## src/hdl/urx_pkg.sv

```systemverilog
`timescale 1ns / 1ps

package urx_pkg;

  // item operation codes
  typedef enum logic [1:0] {
    OP_TICK  = 2'd0,
    OP_CLEAR = 2'd1,
    OP_READ  = 2'd2
  } urx_op_e;

  // configuration register indexes
  localparam logic [1:0] CFG_BIT_PERIOD    = 2'd0;
  localparam logic [1:0] CFG_BUFFER_LENGTH = 2'd1;

  // frame receiver status for the item just taken
  typedef struct packed {
    logic       done;
    logic [7:0] value;
    logic       busy;
  } urx_frame_t;

endpackage

```

## src/hdl/uart_rx_8n1_ring_buffer_top.sv

```systemverilog
`timescale 1ns / 1ps

// the ring memory read register adds the item stage; the output register follows it
// throughput: one item per cycle unless the result channel stalls
// reset (async, active low): receiver idle, write index, fill count, flag and
// valids cleared, bit period 16 and buffer length 256
// ring contents are not cleared: entries at or above the fill count read as zero,
// so neither reset nor a clear item needs a pass over the memory
module uart_rx_8n1_ring_buffer_top #(
  parameter int BUFFER_DEPTH = 256,
  parameter int PERIOD_WIDTH = 16
) (
  input  logic                                          clk_i,
  input  logic                                          rst_ni,
  // configuration
  input  logic                                          cfg_we_i,
  input  logic [1:0]                                    cfg_idx_i,
  input  logic [(PERIOD_WIDTH > 9 ? PERIOD_WIDTH : 9)-1:0] cfg_data_i,
  // item channel
  input  logic                                          in_valid_i,
  output logic                                          in_stall_o,
  input  logic [1:0]                                    opcode_i,
  input  logic                                          rx_line_i,
  input  logic [7:0]                                    read_index_i,
  // result channel
  output logic                                          out_valid_o,
  input  logic                                          out_stall_i,
  output logic                                          byte_done_o,
  output logic [7:0]                                    byte_value_o,
  output logic [7:0]                                    write_position_o,
  output logic                                          data_ready_o,
  output logic [7:0]                                    read_value_o,
  output logic                                          busy_res_o
);
  import urx_pkg::*;

  localparam int AW = (BUFFER_DEPTH > 1) ? $clog2(BUFFER_DEPTH) : 1;
  localparam int LW = $clog2(BUFFER_DEPTH + 1);

  // result fields between the item stage and the output register
  typedef struct packed {
    logic       done;
    logic [7:0] value;
    logic [7:0] wpos;
    logic       ready;
    logic       busy;
    logic       rd_hit;
  } res_t;

  // configuration registers
  logic [PERIOD_WIDTH-1:0] bit_period_q;
  logic [8:0]              buffer_length_q;
  logic [PERIOD_WIDTH-1:0] period_eff;
  logic [31:0]             len32;
  logic [LW-1:0]           len_eff;

  always_ff @(posedge clk_i or negedge rst_ni) begin
    if (!rst_ni) begin
      bit_period_q    <= PERIOD_WIDTH'(16);
      buffer_length_q <= 9'd256;
    end else if (cfg_we_i) begin
      unique case (cfg_idx_i)
        CFG_BIT_PERIOD:    bit_period_q    <= cfg_data_i[PERIOD_WIDTH-1:0];
        CFG_BUFFER_LENGTH: buffer_length_q <= cfg_data_i[8:0];
        default: ;
      endcase
    end
  end

  // a period below two acts as two, length clamps to one .. depth
  assign period_eff = (bit_period_q < PERIOD_WIDTH'(2)) ? PERIOD_WIDTH'(2) : bit_period_q;
  assign len32      = {23'd0, buffer_length_q};
  always_comb begin
    if (len32 == 32'd0) begin
      len_eff = LW'(1);
    end else if (len32 > 32'(BUFFER_DEPTH)) begin
      len_eff = LW'(BUFFER_DEPTH);
    end else begin
      len_eff = LW'(len32);
    end
  end

  // item beat decode
  urx_op_e op;
  logic    in_acc, tick_en, clear_en, rd_en;

  assign op       = urx_op_e'(opcode_i);
  assign in_acc   = in_valid_i && !in_stall_o;
  assign tick_en  = in_acc && (op == OP_TICK);
  assign clear_en = in_acc && (op == OP_CLEAR);
  assign rd_en    = in_acc && (op == OP_READ);

  // frame receiver
  urx_frame_t frm;

  urx_frame #(
    .PERIOD_WIDTH(PERIOD_WIDTH)
  ) u_frame (
    .clk_i   (clk_i),
    .rst_ni  (rst_ni),
    .tick_i  (tick_en),
    .clear_i (clear_en),
    .line_i  (rx_line_i),
    .period_i(period_eff),
    .status_o(frm)
  );

  // ring write side; writes always run upward from entry zero after a clear,
  // so the written entries form a prefix tracked by fill_q
  logic [AW-1:0] widx_q, widx_d;
  logic [LW-1:0] fill_q, fill_d, widx_inc;
  logic          ready_q, ready_d;
  logic          store_en;
  logic [31:0]   widx32;

  assign store_en = frm.done;
  assign widx_inc = LW'(widx_q) + LW'(1);

  always_comb begin
    widx_d  = widx_q;
    fill_d  = fill_q;
    ready_d = ready_q;
    if (clear_en) begin
      widx_d  = '0;
      fill_d  = '0;
      ready_d = 1'b0;
    end else if (store_en) begin
      widx_d  = (widx_inc >= len_eff) ? '0 : widx_inc[AW-1:0];
      ready_d = 1'b1;
      if (widx_inc > fill_q) begin
        fill_d = widx_inc;
      end
    end
  end

  always_ff @(posedge clk_i or negedge rst_ni) begin
    if (!rst_ni) begin
      widx_q  <= '0;
      fill_q  <= '0;
      ready_q <= 1'b0;
    end else begin
      widx_q  <= widx_d;
      fill_q  <= fill_d;
      ready_q <= ready_d;
    end
  end

  assign widx32 = 32'(widx_d);

  // ring memory, one write and one registered read port
  logic [7:0]    ring_mem [BUFFER_DEPTH];
  logic [7:0]    rd_data_q;
  logic [31:0]   ridx32;
  logic [AW-1:0] rd_addr;
  logic          rd_hit;

  assign ridx32  = {24'd0, read_index_i};
  assign rd_addr = ridx32[AW-1:0];
  assign rd_hit  = rd_en && (ridx32 < 32'(fill_q));

  always_ff @(posedge clk_i) begin
    if (store_en) begin
      ring_mem[widx_q] <= frm.value;
    end
    if (rd_en) begin
      rd_data_q <= ring_mem[rd_addr];
    end
  end

  // item stage: holds the fields while the memory read completes
  res_t s1_q, s1_d;
  logic s1_valid_q;
  logic s1_adv;

  assign s1_d.done   = frm.done;
  assign s1_d.value  = frm.value;
  assign s1_d.wpos   = widx32[7:0];
  assign s1_d.ready  = ready_d;
  assign s1_d.busy   = frm.busy;
  assign s1_d.rd_hit = rd_hit;

  // the stage moves on whenever the output register is empty or being drained
  assign s1_adv     = s1_valid_q && (!out_valid_o || !out_stall_i);
  assign in_stall_o = s1_valid_q && !s1_adv;

  always_ff @(posedge clk_i or negedge rst_ni) begin
    if (!rst_ni) begin
      s1_valid_q <= 1'b0;
    end else if (in_acc) begin
      s1_valid_q <= 1'b1;
    end else if (s1_adv) begin
      s1_valid_q <= 1'b0;
    end
  end

  always_ff @(posedge clk_i) begin
    if (in_acc) begin
      s1_q <= s1_d;
    end
  end

  // output register
  logic out_valid_q;

  always_ff @(posedge clk_i or negedge rst_ni) begin
    if (!rst_ni) begin
      out_valid_q <= 1'b0;
    end else if (s1_adv) begin
      out_valid_q <= 1'b1;
    end else if (!out_stall_i) begin
      out_valid_q <= 1'b0;
    end
  end

  always_ff @(posedge clk_i) begin
    if (s1_adv) begin
      byte_done_o      <= s1_q.done;
      byte_value_o     <= s1_q.value;
      write_position_o <= s1_q.wpos;
      data_ready_o     <= s1_q.ready;
      busy_res_o       <= s1_q.busy;
      // a miss or a non-read beat returns zero
      read_value_o     <= s1_q.rd_hit ? rd_data_q : 8'd0;
    end
  end

  assign out_valid_o = out_valid_q;

`ifndef SYNTH
  // write index never runs ahead of the written prefix
  assert property (@(posedge clk_i) disable iff (!rst_ni)
    LW'(widx_q) <= fill_q)
    else $error("write index beyond fill count");

  // a clear beat empties the ring on the next cycle
  assert property (@(posedge clk_i) disable iff (!rst_ni)
    clear_en |=> (fill_q == '0) && (widx_q == '0) && !ready_q)
    else $error("clear did not empty the ring");

  // a stored byte always carries the ready flag with it
  assert property (@(posedge clk_i) disable iff (!rst_ni)
    s1_valid_q && s1_q.done |-> s1_q.ready)
    else $error("byte stored without ready flag");

  // the item stage never drops a held beat
  assert property (@(posedge clk_i) disable iff (!rst_ni)
    s1_valid_q && !s1_adv |=> s1_valid_q && $stable(s1_q))
    else $error("held item stage changed");
`endif

endmodule

```

## src/hdl/urx_frame.sv

```systemverilog
`timescale 1ns / 1ps

module urx_frame #(
  parameter int PERIOD_WIDTH = 16
) (
  input  logic                    clk_i,
  input  logic                    rst_ni,
  input  logic                    tick_i,
  input  logic                    clear_i,
  input  logic                    line_i,
  input  logic [PERIOD_WIDTH-1:0] period_i,
  output urx_pkg::urx_frame_t     status_o
);
  import urx_pkg::*;

  localparam logic [3:0] PH_IDLE     = 4'd0;
  localparam logic [3:0] PH_FIRST    = 4'd1;
  localparam logic [3:0] PH_LAST_BIT = 4'd8;

  logic [3:0]            phase_q, phase_d;
  logic [PERIOD_WIDTH:0] tick_q, tick_d, tick_dec, period_ext;
  logic [7:0]            shift_q, shift_d;
  logic [2:0]            bit_idx;
  logic                  done;
  logic [7:0]            value;

  assign period_ext = {1'b0, period_i};
  assign tick_dec   = (tick_q != '0) ? tick_q - 1'b1 : tick_q;
  assign bit_idx    = 3'(phase_q - PH_FIRST);

  always_comb begin
    phase_d = phase_q;
    tick_d  = tick_q;
    shift_d = shift_q;
    done    = 1'b0;
    value   = 8'd0;
    if (tick_i) begin
      if (phase_q == PH_IDLE) begin
        if (!line_i) begin
          // start edge: centre of data bit 0 is one and a half periods away
          phase_d = PH_FIRST;
          shift_d = 8'd0;
          tick_d  = (period_ext >> 1) + period_ext;
        end
      end else begin
        tick_d = tick_dec;
        if (tick_dec == '0) begin
          if (phase_q <= PH_LAST_BIT) begin
            shift_d[bit_idx] = line_i;
            phase_d          = phase_q + 4'd1;
            tick_d           = period_ext;
          end else begin
            done    = 1'b1;
            value   = shift_q;
            phase_d = PH_IDLE;
            tick_d  = '0;
          end
        end
      end
    end else if (clear_i) begin
      shift_d = 8'd0;
    end
  end

  always_ff @(posedge clk_i or negedge rst_ni) begin
    if (!rst_ni) begin
      phase_q <= PH_IDLE;
      tick_q  <= '0;
      shift_q <= 8'd0;
    end else begin
      phase_q <= phase_d;
      tick_q  <= tick_d;
      shift_q <= shift_d;
    end
  end

  assign status_o.done  = done;
  assign status_o.value = value;
  assign status_o.busy  = (phase_d != PH_IDLE);

endmodule
```

## config.mk

```make
export PLATFORM = sky130hd
export DESIGN_NAME = uart_rx_8n1_ring_buffer_top
export DESIGN_NICKNAME = d
export VERILOG_FILES = /design/src/hdl/urx_pkg.sv /design/src/hdl/uart_rx_8n1_ring_buffer_top.sv /design/src/hdl/urx_frame.sv
export SDC_FILE = /design/constraint.sdc
export NUM_CORES = 2
export LEC_CHECK = 0
export BUFFER_PORTS_ARGS = -buffer_cell sky130_fd_sc_hd__buf_2
export CELL_PAD_IN_SITES_DETAIL_PLACEMENT = 1
export CELL_PAD_IN_SITES_GLOBAL_PLACEMENT = 2
export CORE_ASPECT_RATIO = 0.7
export CORE_MARGIN = 5
export CORE_UTILIZATION = 51
export DETAILED_ROUTE_END_ITERATION = 10
export HOLD_SLACK_MARGIN = 0.1
export PLACE_DENSITY_LB_ADDON = 0.1
export SYNTH_ARGS = -nofsm -noshare
export SYNTH_HDL_FRONTEND = slang
export SYNTH_SLANG_ARGS = --single-unit
```

## constraint.sdc

```tcl
create_clock -name clk_i -period 9 [get_ports clk_i]
set_input_delay 0.45 -clock clk_i [delete_from_list [all_inputs] [get_ports clk_i]]
set_output_delay 0.45 -clock clk_i [all_outputs]
set_load 0.02 [all_outputs]
```

==> impl_metrics.tcl <==
set metrics [dict create \
    ys.warnings.count 0 \
    syn_area_per_cell_um2 21.9 \
    drt_wl_total_mm 226 \
    grt_first_pass_wirelength_mm 324 \
    drtPass1Iterations 5 \
    cp-start-kind "register" \
    insertion_delay_ns 0.84 \
    powerDensity_nw_per_um2 212 \
    grtUsageTotal_pct 25.7 \
    netlist_instances 3940 \
    cts_sinks 2177 \
    reg2reg_setup_slack_ns 2.76 \
    end_kind "register" \
    fin_nets 4141 \
    cp.arrival_ns 6.68 \
    cp_slowest_cell "or4b_1" \
    portBuffers 62 \
    synthDistinctLibCells 68 \
    grt_max_degree 212 \
    finalCriticalPeriod_ns 6.24 \
    synth_compound_area_share_pct 1.14 \
    reg2reg_depth 12 \
    tightest_slew_ns 1.39 \
    max-cap-violations 0 \
    cts_buffer_depth 3 \
    net-switching-power_mw 4.32 \
    wire_per_inst_um 34.9 \
    crit_buf_inv 2 \
    start_util_pct 51.2 \
    synth_top_family_by_area "multiplexers" \
    timing.setup.tns_ns 0 \
    layout_commonest_cell "edfxtp_1" \
    ioPinCount 63 \
    die_width_um 501 \
    cp_max_fo 14 \
    power.leakage_nw 31.1 \
    hold_violations 0 \
    synth-main-ff-cell "edfxtp_1" \
    htree_levels 4 \
    cp.depth 12 \
    cts_tree "done" \
    cts_buffers 202 \
    core-area_um2 168000 \
    cts-root-buf "clkbuf_16" \
    wl_met1_mm 99.0 \
    synthesis.area_um2 86100 \
    crit_chain "inv_1 > ha_1 > nor4b_1 > and3_2 > and2b_1 > mux2_2 > or4b_4 > nor4_4 > nand2_2 > or4b_1 > buf_4 > nor2_1" \
    clk_pin_slew_worst_paths_ns 0.06 \
    die-area_um2 177000 \
    critPathTopFamily "simple AND/OR/NAND/NOR gates" \
    syn_nets 4022 \
    min_from "cfg_idx_i[1]" \
    worst_path_largest_cell_delay_ns 1.00 \
    rows 126 \
    dpl.hpwl_mm 137 \
    ys_seq_elements 2177 \
    worstPathRequired_ns 9.44 \
    synth-simple-area-share_pct 2.95 \
    finalClockSkew_ns 0.0276 \
    holdWs_ns 0.169 \
    criticalPathCategory "reg -> reg" \
    ys_seq_area_share_pct 75.5 \
    internal_power_mw 16.0 \
    antenna_left 0 \
    synth-xor-area-share_pct 0.244 \
    seqPwrFrac_pct 54.6 \
    topRoutingLayerUsed "met5" \
    fin_util_pct 57.0 \
    hold_class "in -> reg" \
    async_flop_share_pct 3.40 \
    final_cell_mix "2103 x edfxtp_1, 680 x mux4_2, 296 x nor2_1, 206 x clkbuf_16, 73 x nand2_1" \
    fmax_ghz 0.160 \
    worstReg2RegStart "u_frame.tick_q[0]" \
    swShare_pct 21.2 \
    synthMuxAreaShare_pct 18.3 \
    wl_met3_mm 23.0 \
    drtIter0Drc 4714 \
    fin_total_pwr_mw 20.4 \
    pwr-share-comb_pct 3.9 \
    final-setup-viol-count 0 \
    viasPerCell 6.40 \
    synthAdderAreaFrac_pct 0.706 \
    route.met2.wl_mm 98.1 \
    clkPwrFrac_pct 41.5 \
    min_path_cells 4 \
    fin_crit_sh_pct 69.3 \
    grt_pass1_vias 42300 \
    synth_edf_count 2103 \
    areaGrowthSynthToFinish_pct 11.3 \
    slew_viol_final 0 \
    grt_overflow_total 0 \
    r2r_end "ring_mem[0][7]" \
    grt_antenna_before_repair 22 \
    status "complete, no violations" \
    min_to "bit_period_q[2]" \
    vias 41500 \
    drive_gt1_share_pct 27.4 \
    relSlewSlack_pct 7.08 \
    post_cts_buffers 0 \
    drc_errors 0 \
    gp_congestion 0.849 \
    rsz0062_at_grt "false" \
    die_y_um 354 \
    ir_worst_vdd_mv 0.267 \
]
==> repair_timing <==
action,CTS,global route
setup endpoints to repair,0,0
hold buffers,24,0
hold endpoints to repair,114,0
gates resized for setup,0,0
==> worst max path at each step <==
stage                            from                to
floorplan           u_frame.tick_q[0]    ring_mem[0][0]
global placement    u_frame.tick_q[0]  ring_mem[211][3]
detailed placement  u_frame.tick_q[0]    ring_mem[1][2]
CTS                 u_frame.tick_q[0]    ring_mem[0][2]
global route        u_frame.tick_q[0]   ring_mem[48][1]
finish              u_frame.tick_q[0]    ring_mem[0][7]
==> cells by family after synthesis <==
family / count (synthesis)
AOI/OAI and AO/OA: 168
xor gates and xnor gates: 24
adders and majority gates: 48
DFF: 2177
and+or+nand+nor: 542
buffers and inverters: 264
muxes: 717
==> worst min-delay path, cell delays in order <==
cell,delay (ns)
buf_2,0.10
nor3b_2,0.05
buf_4,0.20
o21ai_0,0.15
==> cell usage after synthesis, types with 9 or more instances <==
| cell | instances | area (um2) |
|---|---|---|
| xor2_1 | 10 | 87.6 |
| inv_1 | 31 | 116 |
| mux2_2 | 28 | 315 |
| xnor2_1 | 14 | 123 |
| nor2_1 | 296 | 1110 |
| a31oi_1 | 14 | 87.6 |
| a21o_1 | 14 | 105 |
| o21ai_0 | 64 | 320 |
| and3_1 | 14 | 87.6 |
| a21oi_1 | 45 | 225 |
| nand4b_1 | 9 | 78.8 |
| nand2b_1 | 11 | 68.8 |
| nand3_1 | 28 | 140 |
| clkbuf_1 | 159 | 597 |
| nand2_1 | 73 | 274 |
| edfxtp_1 | 2103 | 63200 |
| ha_1 | 47 | 588 |
| mux2i_1 | 9 | 90.1 |
| dfrtp_1 | 72 | 1800 |
| and2_1 | 14 | 87.6 |
| nor2_2 | 10 | 62.6 |
| nor2b_1 | 12 | 75.1 |
| nand4_1 | 11 | 68.8 |
| buf_1 | 59 | 221 |
| mux4_2 | 680 | 15300 |
| nor3_1 | 15 | 75.1 |
==> state kept, by name, summed over array words and instances (netlist names), 4 cells and up <==
name,count
bit_period_q,16
buffer_length_q,9
byte_value_o,8
fill_q,9
rd_data_q,8
read_value_o,8
ring_mem,2048
s1_q,20
u_frame.phase_q,4
u_frame.shift_q,8
u_frame.tick_q,17
widx_q,8
write_position_o,8
==> power by group through the flow <==
stage / registers [mW] / logic [mW] / clock network, mW
after detailed placement: 11.3 / 0.782 / 0
after floorplan: 11.3 / 0.590 / 0
after global placement: 11.3 / 0.767 / 0
after global routing: 11.1 / 0.859 / 9.12
after CTS: 11.1 / 0.795 / 8.61
final: 11.1 / 0.787 / 8.45
==> per-stage QoR <==
stage	cells	area [um2]	setup slack, ns
CTS	6471	95800	2.84
finish	6477	95800	2.76
floorplan	3940	86100	2.06
global placement	6071	89100	2.98
global route	6472	95800	2.55
detailed placement	6071	89100	2.88
==> cell type report <==
class | instances | area [um2]
flip-flops and latches | 2177 | 65000
multi-input cells | 1499 | 20100
clock inverters | 132 | 1210
well taps | 2240 | 2800
fillers | 13900 | 72400
inverters | 33 | 125
diodes | 6 | 15.0
repair buffers | 146 | 1230
clock buffers | 244 | 5300
==> layer usage <==
| metal | track usage, % | vias up |
|---|---|---|
| met3 | 8.41 | 295 |
| met5 | 0.515 | - |
| li1 | - | 16700 |
| met2 | 35.7 | 1898 |
| met4 | 6.73 | 14 |
| met1 | 39.6 | 22600 |
Power figures use the tool's default switching activity.
